File: src/rtl/core/septic_polynomial_trajectory_gen_core_assert.svh
// Assertion macros shared by the trajectory generator RTL.
`ifndef SEPTIC_POLYNOMIAL_TRAJECTORY_GEN_CORE_ASSERT_SVH
`define SEPTIC_POLYNOMIAL_TRAJECTORY_GEN_CORE_ASSERT_SVH
`ifndef NO_ASSERTIONS
// Property must hold at every clock edge outside reset.
`define SPT_ASSERT(name, prop, msg) \
    name: assert property (@(posedge clk) disable iff (!rst_n) prop) else $error(msg);
// Expression must never be true outside reset.
`define SPT_ASSERT_NEVER(name, expr, msg) \
    name: assert property (@(posedge clk) disable iff (!rst_n) !(expr)) else $error(msg);
`else
`define SPT_ASSERT(name, prop, msg)
`define SPT_ASSERT_NEVER(name, expr, msg)
`endif
`endif

File: src/rtl/core/spt_pkg.sv
// Types, constants and helper functions of the trajectory generator.
`default_nettype none

package spt_pkg;

    localparam int STEP_BITS_DEF = 20;
    localparam int FRAC_BITS_DEF = 16;
    localparam int DATA_W        = 32;
    localparam int WIDE_W        = 64;
    localparam int POS_W         = 25;
    localparam int STATUS_W      = 2;
    localparam int CFG_IDX_W     = 3;
    localparam int TAU_W         = 31;
    localparam int ACC_W         = 40;
    localparam int EXP_W         = 3;
    localparam int ITER_CNT_W    = 6;
    localparam int DIV_ITERS     = 64;
    localparam int SQRT_ITERS    = 32;
    localparam int Q30_SHIFT     = 30;
    localparam int POS_SHIFT     = 6;
    localparam int POS_ROUND     = 32;

    localparam logic [DATA_W-1:0] VEL_PEAK_RESET = 32'd143360;
    localparam logic [DATA_W-1:0] ACC_PEAK_RESET = 32'd492385;
    localparam logic [TAU_W-1:0]  ONE30          = 31'h4000_0000;
    localparam logic [POS_W-1:0]  POS_ONE        = 25'h100_0000;
    localparam logic [DATA_W-1:0] DERIV_GAIN     = 32'd140;

    // Exponents of the power chain
    localparam logic [EXP_W-1:0] EXP_P3        = 3'd3;
    localparam logic [EXP_W-1:0] EXP_FIRST_TERM = 3'd4;
    localparam logic [EXP_W-1:0] EXP_LAST      = 3'd7;

    typedef enum logic [CFG_IDX_W-1:0] {
        REG_PATH_LENGTH = 3'd0,
        REG_VEL_LIMIT   = 3'd1,
        REG_ACC_LIMIT   = 3'd2,
        REG_TIME_STEP   = 3'd3,
        REG_VEL_PEAK    = 3'd4,
        REG_ACC_PEAK    = 3'd5
    } cfg_idx_t;

    typedef enum logic [STATUS_W-1:0] {
        ST_RUN  = 2'd0,
        ST_LAST = 2'd1,
        ST_IDLE = 2'd2,
        ST_ERR  = 2'd3
    } status_t;

    typedef enum logic [4:0] {
        S_IDLE,
        S_CHECK,
        S_NV_DEN,
        S_NV_START,
        S_NV_WAIT,
        S_X_START,
        S_X_WAIT,
        S_TA_WAIT,
        S_NA_WAIT,
        S_S0,
        S_S1,
        S_S2,
        S_S3,
        S_P_MUL,
        S_P_CAP,
        S_P_CMUL,
        S_P_ACC,
        S_U_MUL1,
        S_U_CAP1,
        S_U_MUL2,
        S_U_CAP2,
        S_U_MUL3,
        S_U_CAP3,
        S_U_MUL4,
        S_V_START,
        S_V_WAIT,
        S_OUT
    } seq_state_t;

    typedef struct packed {
        logic start;
        logic sqrt_mode;
    } div_cmd_t;

    // Saturate a wide value to 32 bits
    function automatic logic [DATA_W-1:0] sat32(input logic [WIDE_W-1:0] v);
        return (|v[WIDE_W-1:DATA_W]) ? {DATA_W{1'b1}} : v[DATA_W-1:0];
    endfunction

    // Q30 product with round to nearest
    function automatic logic [TAU_W-1:0] q30_round(input logic [WIDE_W-1:0] p);
        logic [WIDE_W-1:0] s;
        s = p + (WIDE_W'(1) << (Q30_SHIFT - 1));
        return s[Q30_SHIFT+TAU_W-1:Q30_SHIFT];
    endfunction

    // Magnitude of the polynomial coefficient of tau^e
    function automatic logic [7:0] poly_coef(input logic [EXP_W-1:0] e);
        logic [7:0] c;
        case (e)
            3'd4:    c = 8'd35;
            3'd5:    c = 8'd84;
            3'd6:    c = 8'd70;
            3'd7:    c = 8'd20;
            default: c = 8'd0;
        endcase
        return c;
    endfunction

endpackage

`default_nettype wire

File: src/rtl/core/spt_mul.sv
// Shared 32x32 multiplier with registered product.
`default_nettype none

module spt_mul import spt_pkg::*; (
    input  logic              clk,
    input  logic [DATA_W-1:0] a,
    input  logic [DATA_W-1:0] b,
    output logic [WIDE_W-1:0] prod
);

    logic [WIDE_W-1:0] prod_reg;

    // One product per cycle, read in the cycle after the operands are applied
    always_ff @(posedge clk)
    begin
        prod_reg <= {{(WIDE_W-DATA_W){1'b0}}, a} * {{(WIDE_W-DATA_W){1'b0}}, b};
    end

    assign prod = prod_reg;

endmodule

`default_nettype wire

File: config.mk
export PLATFORM = sky130hd
export DESIGN_NAME = spt_mul
export DESIGN_NICKNAME = d
export VERILOG_FILES = /design/src/rtl/core/septic_polynomial_trajectory_gen_core_assert.svh /design/src/rtl/core/spt_pkg.sv /design/src/rtl/core/spt_mul.sv
export SDC_FILE = /design/constraint.sdc
export NUM_CORES = 2
export LEC_CHECK = 0
export ABC_AREA = 1
export BUFFER_PORTS_ARGS = -buffer_cell sky130_fd_sc_hd__buf_4
export CAP_MARGIN = 20
export CORE_MARGIN = 4
export CORE_UTILIZATION = 40
export DETAILED_ROUTE_END_ITERATION = 12
export PLACE_DENSITY = 0.62
export SYNTH_ARGS = -nofsm -noshare
export SYNTH_HDL_FRONTEND = slang
export SYNTH_SLANG_ARGS = --single-unit
export TNS_END_PERCENT = 20
File: constraint.sdc
create_clock -name clk -period 12.8 [get_ports clk]
set_input_delay 2.56 -clock clk [delete_from_list [all_inputs] [get_ports clk]]
set_output_delay 2.56 -clock clk [all_outputs]
set_load 0.005 [all_outputs]
==> impl_metrics.json <==
{
  "outcome": "completed",
  "synth_top_area_share_pct": 48.0,
  "post-route-drc-count": 0,
  "end_kind": "flip-flop",
  "root_buffer": "clkbuf_16",
  "path_cells": "buf_4 -> nand2_1 -> fa_1 -> fa_1 -> fa_1 -> fa_1 -> inv_1 -> fa_1 -> fa_1 -> fa_1 -> inv_1 -> fa_1 -> inv_1 -> ha_1 -> nand2_1 -> nor2_1 -> inv_1 -> nor2_2 -> nand2_1 -> nand2_1 -> nand2_1 -> nand4_1 -> nand2_1",
  "final_core_util_pct": 42.8,
  "clockBufferDepth": 2,
  "cts.sinks": 64,
  "yosys_warnings": 0,
  "cts_resized": 0,
  "drt-wirelength-per-cell_um": 16.6,
  "grt_pass1_wl_um": 169000,
  "cp_top_family": "adder cells",
  "cpMostUsedCell": "fa_1",
  "multi_input_area_mm2": 0.0289,
  "rsz0062_at_grt": "no",
  "critPathRequiredTime_ps": 13010,
  "drtAntennaViolNets": 0,
  "numCtsBuffers": 9,
  "relSlewSlack_pct": 63.6,
  "gp_congestion": 0.947,
  "core_area_mm2": 0.0922,
  "dieArea_mm2": 0.0985,
  "grt_use_total_pct": 21.8,
  "overflow": 0,
  "clk_pin_slew_ps": 70,
  "netlist_instances": 5023,
  "num-nets-final": 6194,
  "ys_ff_latch": 64,
  "crit_slowest_cell": "fa_1",
  "cts_setup_buffers": 0,
  "h-tree-depth": 3,
  "synth.area.top_cells": "fa_1, inv_1, nand2_1, ha_1, dfxtp_1",
  "tightestPinTransition_ps": 546,
  "cp.depth": 23,
  "yosysTopAreaCell": "fa_1",
  "synthesis.area_mm2": 0.0374,
  "start_kind": "primary input",
  "largest_reg_flops": 64,
  "via_per_inst": 4.65,
  "area_growth_pct": 5.62,
  "hpwl_um": 86600,
  "firstDrtPassIters": 6,
  "cts_tree": "done",
  "grt_max_degree": 33,
  "antenna_found_initial": 3,
  "ios": 129,
  "critPathMaxFanout": 32,
  "cp.buffers_inverters": 5,
  "fin_crit_ps": 8910,
  "worstHoldStart": "b[0]",
  "fmax_mhz": 112,
  "startpoint": "b[8]",
  "layout_setup_ws_ps": 3890,
  "portBuffers": 128,
  "hold_viol": 0,
  "layout_common_cells": "inv_1, nand2_1, fa_1",
  "register_area_mm2": 0.00128,
  "slew_violations": 0,
  "nFillCells": 9525,
  "ys_types": 23,
  "hold_path_class": "primary input to flip-flop",
  "drt_iter0_markers": 1817,
  "setup_tns_ps": 0,
  "start_util_pct": 40.6,
  "setup_violations": 0,
  "pre_cts_slack_ps": 3560,
  "crit_end": "prod[55]",
  "die_x_um": 314,
  "fin_crit_sh_pct": 69.6,
  "first_global_vias": 31000,
  "vias": 28900,
  "drive_gt1_share_pct": 4.18,
  "final_common_cell": "inv_1",
  "dieHeight_um": 314,
  "synth_area_per_cell_um2": 7.45,
  "crit_arrival_ps": 9110,
  "critPathKind": "primary input to flip-flop",
  "synth_nets": 6247,
  "num_rows": 111,
  "cpPeakStageDelay_ps": 630,
  "drt_wl_total_um": 103000,
  "postCtsHoldBufs": 0,
  "cap_violations": 0,
  "synth.yosys.seq_area_share_pct": 3.43
}
area by class of cell:
cell class	count	area share [%]
multi-input cells	3032	73.1
inverters	1735	16.5
well taps	1243	3.94
flip-flops and latches	64	3.24
repair buffers	128	2.43
clock buffers	9	0.570
clock inverters	7	0.193
diodes	2	0.0127
stage by stage:
step	hold slack [ps]	instances	instance area, um^2
5_1_grt	2670	6220	39500
3_5_place_dp	2940	6202	39200
3_3_place_gp	2940	6202	39200
4_1_cts	2630	6218	39500
6_report	2640	6220	39500
2_1_floorplan	2660	5023	37400
synthesized netlist by cell type (all sizes together):
library cell,n
nand3,65
xnor2,2
o21ai,2
nand4,16
ha,263
fa,896
o21bai,12
nand2,1581
inv,1735
nor2,101
nor3,18
dfxtp,64
xor2,33
clkbuf,192
a21oi,43
routing by layer:
layer	vias to the layer above	track usage [%]	wire (um)	part of all wire [%]
met5	-	0	9	0.0087
met4	2	5.65	3000	2.9
met3	161	2.32	5730	5.5
met2	881	37.2	50400	49
met1	14300	29.7	44300	43
li1	13500	-	-	-
cell families after synthesis:
group                      after synthesis  share of synthesized area, %
xor gates and xnor gates                35                         0.820
DFF                                     64                          3.43
AOI/OAI and AO/OA                       57                         0.853
buffers and inverters                 1927                          19.3
adders and majority gates             1159                          56.8
and+or+nand+nor                       1781                          18.8
how the worst min path moves through the flow:
stage	to	slack, ps	depth (start not counted)
6_report	prod[0]	2640	3
5_1_grt	prod[0]	2670	3
4_1_cts	prod[0]	2630	3
3_5_place_dp	prod[2]	2940	1
3_3_place_gp	prod[19]	2940	1
2_1_floorplan	prod[0]	2660	2
Power is left out: the tool's default activity adds up to more than one toggle a clock period on the data nets, which glitch-free logic cannot reach.
