`src/rtl/core/septic_polynomial_trajectory_gen_core_assert.svh`:
```
// Assertion macros shared by the trajectory generator RTL.
`ifndef SEPTIC_POLYNOMIAL_TRAJECTORY_GEN_CORE_ASSERT_SVH
`define SEPTIC_POLYNOMIAL_TRAJECTORY_GEN_CORE_ASSERT_SVH
`ifndef NO_ASSERTIONS
// Property must hold at every clock edge outside reset.
`define SPT_ASSERT(name, prop, msg) \
    name: assert property (@(posedge clk) disable iff (!rst_n) prop) else $error(msg);
// Expression must never be true outside reset.
`define SPT_ASSERT_NEVER(name, expr, msg) \
    name: assert property (@(posedge clk) disable iff (!rst_n) !(expr)) else $error(msg);
`else
`define SPT_ASSERT(name, prop, msg)
`define SPT_ASSERT_NEVER(name, expr, msg)
`endif
`endif

```
`src/rtl/core/spt_pkg.sv`:
```
// Types, constants and helper functions of the trajectory generator.
`default_nettype none

package spt_pkg;

    localparam int STEP_BITS_DEF = 20;
    localparam int FRAC_BITS_DEF = 16;
    localparam int DATA_W        = 32;
    localparam int WIDE_W        = 64;
    localparam int POS_W         = 25;
    localparam int STATUS_W      = 2;
    localparam int CFG_IDX_W     = 3;
    localparam int TAU_W         = 31;
    localparam int ACC_W         = 40;
    localparam int EXP_W         = 3;
    localparam int ITER_CNT_W    = 6;
    localparam int DIV_ITERS     = 64;
    localparam int SQRT_ITERS    = 32;
    localparam int Q30_SHIFT     = 30;
    localparam int POS_SHIFT     = 6;
    localparam int POS_ROUND     = 32;

    localparam logic [DATA_W-1:0] VEL_PEAK_RESET = 32'd143360;
    localparam logic [DATA_W-1:0] ACC_PEAK_RESET = 32'd492385;
    localparam logic [TAU_W-1:0]  ONE30          = 31'h4000_0000;
    localparam logic [POS_W-1:0]  POS_ONE        = 25'h100_0000;
    localparam logic [DATA_W-1:0] DERIV_GAIN     = 32'd140;

    // Exponents of the power chain
    localparam logic [EXP_W-1:0] EXP_P3        = 3'd3;
    localparam logic [EXP_W-1:0] EXP_FIRST_TERM = 3'd4;
    localparam logic [EXP_W-1:0] EXP_LAST      = 3'd7;

    typedef enum logic [CFG_IDX_W-1:0] {
        REG_PATH_LENGTH = 3'd0,
        REG_VEL_LIMIT   = 3'd1,
        REG_ACC_LIMIT   = 3'd2,
        REG_TIME_STEP   = 3'd3,
        REG_VEL_PEAK    = 3'd4,
        REG_ACC_PEAK    = 3'd5
    } cfg_idx_t;

    typedef enum logic [STATUS_W-1:0] {
        ST_RUN  = 2'd0,
        ST_LAST = 2'd1,
        ST_IDLE = 2'd2,
        ST_ERR  = 2'd3
    } status_t;

    typedef enum logic [4:0] {
        S_IDLE,
        S_CHECK,
        S_NV_DEN,
        S_NV_START,
        S_NV_WAIT,
        S_X_START,
        S_X_WAIT,
        S_TA_WAIT,
        S_NA_WAIT,
        S_S0,
        S_S1,
        S_S2,
        S_S3,
        S_P_MUL,
        S_P_CAP,
        S_P_CMUL,
        S_P_ACC,
        S_U_MUL1,
        S_U_CAP1,
        S_U_MUL2,
        S_U_CAP2,
        S_U_MUL3,
        S_U_CAP3,
        S_U_MUL4,
        S_V_START,
        S_V_WAIT,
        S_OUT
    } seq_state_t;

    typedef struct packed {
        logic start;
        logic sqrt_mode;
    } div_cmd_t;

    // Saturate a wide value to 32 bits
    function automatic logic [DATA_W-1:0] sat32(input logic [WIDE_W-1:0] v);
        return (|v[WIDE_W-1:DATA_W]) ? {DATA_W{1'b1}} : v[DATA_W-1:0];
    endfunction

    // Q30 product with round to nearest
    function automatic logic [TAU_W-1:0] q30_round(input logic [WIDE_W-1:0] p);
        logic [WIDE_W-1:0] s;
        s = p + (WIDE_W'(1) << (Q30_SHIFT - 1));
        return s[Q30_SHIFT+TAU_W-1:Q30_SHIFT];
    endfunction

    // Magnitude of the polynomial coefficient of tau^e
    function automatic logic [7:0] poly_coef(input logic [EXP_W-1:0] e);
        logic [7:0] c;
        case (e)
            3'd4:    c = 8'd35;
            3'd5:    c = 8'd84;
            3'd6:    c = 8'd70;
            3'd7:    c = 8'd20;
            default: c = 8'd0;
        endcase
        return c;
    endfunction

endpackage

`default_nettype wire

```
`src/rtl/core/spt_divsqrt.sv`:
```
// Shared bit-serial divider and square root unit, one result bit per cycle.
`default_nettype none
`include "septic_polynomial_trajectory_gen_core_assert.svh"

module spt_divsqrt import spt_pkg::*; (
    input  logic              clk,
    input  logic              rst_n,
    input  div_cmd_t          cmd,
    input  logic [WIDE_W-1:0] num,
    input  logic [WIDE_W-1:0] den,
    output logic              done,
    output logic [WIDE_W-1:0] quo,
    output logic              rem_nz
);

    localparam int TRIAL_W = WIDE_W + 2;
    localparam int SQ_REM_W = SQRT_ITERS + 2;

    logic                  busy_reg;
    logic                  done_reg;
    logic [ITER_CNT_W-1:0] cnt_reg;
    logic                  sqrt_reg;
    logic [WIDE_W-1:0]     num_reg;
    logic [WIDE_W-1:0]     den_reg;
    logic [WIDE_W-1:0]     rem_reg;
    logic [WIDE_W-1:0]     quo_reg;

    logic [TRIAL_W-1:0]    trial_a;
    logic [TRIAL_W-1:0]    trial_b;
    logic [TRIAL_W-1:0]    diff;
    logic                  fits;
    logic [ITER_CNT_W-1:0] last_cnt;

    // Trial subtract: divide shifts in one bit, root shifts in two
    always_comb
    begin
        if (sqrt_reg)
        begin
            trial_a = {{(TRIAL_W-SQ_REM_W-2){1'b0}}, rem_reg[SQ_REM_W-1:0],
                       num_reg[WIDE_W-1:WIDE_W-2]};
            trial_b = {{(TRIAL_W-SQRT_ITERS-2){1'b0}}, quo_reg[SQRT_ITERS-1:0], 2'b01};
            last_cnt = ITER_CNT_W'(SQRT_ITERS - 1);
        end
        else
        begin
            trial_a = {1'b0, rem_reg, num_reg[WIDE_W-1]};
            trial_b = {2'b00, den_reg};
            last_cnt = ITER_CNT_W'(DIV_ITERS - 1);
        end
        fits = (trial_a >= trial_b);
        diff = trial_a - trial_b;
    end

    // Control
    always_ff @(posedge clk or negedge rst_n)
    begin
        if (!rst_n)
        begin
            busy_reg <= 1'b0;
            done_reg <= 1'b0;
            cnt_reg  <= '0;
        end
        else
        begin
            done_reg <= 1'b0;
            if (cmd.start)
            begin
                busy_reg <= 1'b1;
                cnt_reg  <= '0;
            end
            else if (busy_reg)
            begin
                cnt_reg <= cnt_reg + ITER_CNT_W'(1);
                if (cnt_reg == last_cnt)
                begin
                    busy_reg <= 1'b0;
                    done_reg <= 1'b1;
                end
            end
        end
    end

    // Datapath
    always_ff @(posedge clk)
    begin
        if (cmd.start)
        begin
            sqrt_reg <= cmd.sqrt_mode;
            num_reg  <= num;
            den_reg  <= den;
            rem_reg  <= '0;
            quo_reg  <= '0;
        end
        else if (busy_reg)
        begin
            rem_reg <= fits ? diff[WIDE_W-1:0] : trial_a[WIDE_W-1:0];
            quo_reg <= {quo_reg[WIDE_W-2:0], fits};
            num_reg <= sqrt_reg ? (num_reg << 2) : (num_reg << 1);
        end
    end

    assign done   = done_reg;
    assign quo    = quo_reg;
    assign rem_nz = (rem_reg != '0);

    `SPT_ASSERT(a_no_start_busy, cmd.start |-> !busy_reg, "start while unit busy")
    `SPT_ASSERT(a_done_after_busy, done_reg |-> $past(busy_reg), "done without run")
    `SPT_ASSERT_NEVER(a_done_and_busy, done_reg && busy_reg, "done while busy")

endmodule

`default_nettype wire
```
`config.mk`:
```
export PLATFORM = sky130hd
export DESIGN_NAME = spt_divsqrt
export DESIGN_NICKNAME = d
export VERILOG_FILES = /design/src/rtl/core/spt_pkg.sv /design/src/rtl/core/spt_divsqrt.sv
export VERILOG_INCLUDE_DIRS = /design/src /design/src/rtl/core
export SDC_FILE = /design/constraint.sdc
export NUM_CORES = 1
export LEC_CHECK = 0
export BUFFER_PORTS_ARGS = -buffer_cell sky130_fd_sc_hd__buf_4
export CORE_MARGIN = 5
export CORE_UTILIZATION = 53
export CTS_CLUSTER_SIZE = 28
export DETAILED_ROUTE_END_ITERATION = 12
export GPL_TIMING_DRIVEN = 0
export PLACE_DENSITY = 0.79
export SYNTH_ARGS = -nofsm -noshare
export SYNTH_HDL_FRONTEND = slang
export SYNTH_SLANG_ARGS = --single-unit
export TNS_END_PERCENT = 20
```
`constraint.sdc`:
```
create_clock -name clk -period 4.6 [get_ports clk]
set_input_delay 0.69 -clock clk [delete_from_list [all_inputs] [get_ports clk]]
set_output_delay 0.69 -clock clk [all_outputs]
set_load 0.02 [all_outputs]
```
==> reports/metrics.csv <==
stage;metric;value;unit
floorplanning;die_w;182;µm
grt;antenna_found_initial;0;
power;leakage;8.45;nW
clocking;clk_pin_slew_worst_paths;60;ps
grt;use_met2;43.0;%
grt;use_met3;4.78;%
sta;setup_slack;48.9;ps
power;pwr-share-clk;20.5;%
floorplanning;rows;62;
synthesis;async_flop_share;3.02;%
place;portBuffers;197;
sta;clock_skew;12.0;ps
worst_setup_path;arrival;4980;ps
worst_setup_path;cp-end-kind;register;
sta;finalSetupViolCount;0;
grt;grt_usage;26.5;%
grt;grt_pass1_vias;13405;
synthesis;synthFlopType;edfxtp_1;
cells_and_area;insertedDiodeCount;0;
cells_and_area;drive_gt1_share;19.4;%
synthesis;syn_area;15600;µm²
hold_path;hp-start;den[0];
power;p_sw;4.70;mW
power;internal_power;6.49;mW
power;swShare;42.0;%
clocking;insertion_delay;560;ps
sta;setup_tns;0;ps
sta;tightest_slew;993;ps
route;drc;0;
power;ir_worst_vdd;0.000375;V
place;dpl.hpwl;33.9;mm
route;num_vias;13449;
sta;slew_headroom;33.6;%
cells_and_area;areaGrowthSynthToFinish;20.8;%
power;share_comb_of_total_power;51.3;%
route;wl;45.8;mm
route;ant_nets;0;
hold_path;hp-class;in -> reg;
grt;met1_usage;35.5;%
floorplanning;initial_core_util;54.0;%
synthesis;yosysWarnings;0;
clocking;cts_sinks;265;
synthesis;yosysUniqueCellTypes;73;
grt;gr-max-usage-layer;met2;
floorplanning;die_y;182;µm
grt;overflow;0;
floorplanning;io_pins;198;
grt;grt_pass1_wl;71.4;mm
sta;period_minus_slack;4550;ps
route;dr.pass1.iters;6;
clocking;cts_buffers;29;
route;vias_per_cell;5.93;
clocking;ctsRootBufferMaster;clkbuf_16;
power;cellPowerDensity;594;nW/µm²
floorplanning;die-area;32900;µm²
sta;rsz0062_at_grt;true;
sta;final.period_utilization;98.9;%
outcome;outcome;completed;
worst_setup_path;critPathMaxFanout;19;
worst_setup_path;criticalPathCategory;reg -> reg;
route;drt-initial-drc-count;1318;
worst_setup_path;crit_path_start;sqrt_reg;
synthesis;ys_seq_area_share;42.6;%
sta;fmax;220;MHz
floorplanning;coreArea;28900;µm²
cells_and_area;fin_util;65.3;%
sta;maxSlewViolCount;0;
route;post_drt_wl_per_cell;20.2;µm
cells_and_area;fin_nets;2058;
place;pre_cts_ws;-1870;ps
sta;final_hold_viol_count;0;
power;p_total;11.2;mW
worst_setup_path;cp-start-kind;register;
worst_setup_path;critPathRequiredTime;5030;ps
synthesis;synth_edf_count;129;
worst_setup_path;r2r_start;sqrt_reg;
clocking;cts_tree;done;
place;globalplace.congestion;0.980;
clocking;clockBufferDepth;3;
synthesis;avgSynthCellArea;9.57;µm²
synthesis;synth_cells;1629;
grt;grt_start_max_net_pins;71;
flow_run;cap_violations;0;
power;pwr-share-seq;28.2;%
synthesis;ys_seq_elements;265;
synthesis;syn_nets;1827;
clocking;cts-htree-levels;1;
## timing repair
item	CTS	global route
buffers inserted	6	0
hold buffers	1	0
resized for setup	44	35
pin swaps	4	4
endpoints found under the setup margin	65	62
hold endpoints to repair	8	0
## cell type report
type	instances	area (µm²)
Clock buffer	44	883
Sequential cell	265	6640
Tap cell	384	480
Multi-Input combinational cell	1245	8650
Buffer	95	490
Inverter	19	71.3
Fill cell	2372	10000
Clock inverter	10	65.1
Timing Repair Buffer	205	1550
## per-layer routing
layer  vias to the layer above  part of all wire [%]
met5                         -                     0
met4                         0                   4.0
met3                       115                   6.3
met2                       493                    46
met1                      6419                    44
li1                       6422                     -
## critical path, cell delays in order, from the launching register on
cell and delay [ps]:
edfxtp_1 470, buf_4 280, clkbuf_8 250, clkbuf_16 230, mux2i_1 290, ha_1 350
and2_1 250, nand3_1 210, o22ai_1 140, a211o_1 340, a2111o_1 450, o21ai_4 230
o211ai_1 270, a31oi_4 320, mux2i_1 240, o21ai_1 70
## Yosys cell counts, drive strengths merged, types with 3 or more instances
cell type | count | share of area [%]
a2111oi | 3 | 0.41
a211o | 4 | 0.22
a211oi | 43 | 2.4
a21boi | 5 | 0.24
a21o | 28 | 1.3
a21oi | 100 | 3.2
a221o | 3 | 0.19
a221oi | 3 | 0.17
a22o | 4 | 0.22
a22oi | 18 | 0.87
a311oi | 5 | 0.28
a31oi | 10 | 0.40
and2 | 9 | 0.36
and3 | 10 | 0.40
buf | 28 | 0.95
clkbuf | 72 | 1.7
dfrtp | 8 | 1.3
dfxtp | 128 | 16
edfxtp | 129 | 25
ha | 65 | 5.2
inv | 19 | 0.46
mux2 | 35 | 2.5
mux2i | 171 | 11
nand2 | 149 | 3.6
nand2b | 39 | 1.6
nand3 | 20 | 0.64
nand4 | 22 | 0.88
nor2 | 173 | 4.2
nor2b | 37 | 1.5
nor3 | 16 | 0.58
nor4 | 18 | 0.76
o211ai | 5 | 0.24
o21a | 4 | 0.19
o21ai | 129 | 4.2
o21bai | 14 | 0.75
o221ai | 3 | 0.17
o31a | 3 | 0.17
o31ai | 4 | 0.22
or3 | 6 | 0.24
or4 | 4 | 0.19
xnor2 | 35 | 2.0
xor2 | 27 | 1.5
## layout by cell type (no fill, tap or decap), types with 10 or more instances in the layout
master     instances
a21o_1            28
dfxtp_1          128
nor2_1           172
xnor2_1           35
o21bai_1          13
nand3_1           20
nand4_1           22
nand2_1          148
a211oi_2          13
nand2b_1          39
clkbuf_16         31
o21ai_0          112
and3_1            10
o21ai_1           14
nor3_1            12
ha_1              65
a211oi_1          29
clkbuf_1          64
nor4_1            16
edfxtp_1         129
mux2i_1          168
nor2b_1           36
xor2_1            27
clkbuf_8          11
a21oi_1           93
buf_4            206
buf_1             11
mux2_2            35
a22oi_1           18
inv_1             18
## through the flow
step / hold slack, ps / cell area (µm²) / instances
2_1_floorplan: 394 / 15600 / 1629
3_3_place_gp: 470 / 17600 / 2210
3_5_place_dp: 495 / 17600 / 2211
4_1_cts: 283 / 18700 / 2268
5_1_grt: 285 / 18800 / 2267
6_report: 309 / 18800 / 2267
## final timing paths
check | depth (start not counted) | slack (ps) | end
worst max-delay path | 15 | 50 | rem_reg[59]
worst min-delay path | 1 | 310 | den_reg[0]
worst max register to register | 15 | 50 | rem_reg[59]
worst min register to register | 2 | 510 | quo[63]
max in group asynchronous | 2 | 3900 | busy_reg
min in group asynchronous | 2 | 560 | cnt_reg[3]
## cells by family (layout without fill, tap and decap cells)
| family | Yosys count | after routing | share of synthesized area (%) |
|---|---|---|---|
| compound gates | 401 | 401 | 16.8 |
| xor+xnor | 62 | 62 | 3.48 |
| fa+ha+maj | 66 | 66 | 5.34 |
| buf+inv | 119 | 373 | 3.14 |
| flops | 265 | 265 | 42.6 |
| mux | 206 | 206 | 13.5 |
| simple gates | 510 | 510 | 15.2 |
## power groups by stage
stage / sequential (mW) / combinational (mW) / clock (mW)
after global placement: 3.17 / 5.29 / 0
after floorplan: 3.07 / 3.93 / 0
after global routing: 3.19 / 6.22 / 2.41
after detailed placement: 3.18 / 5.33 / 0
after CTS: 3.14 / 5.48 / 2.32
final: 3.16 / 5.73 / 2.30
(Power assumes the default switching activity.)
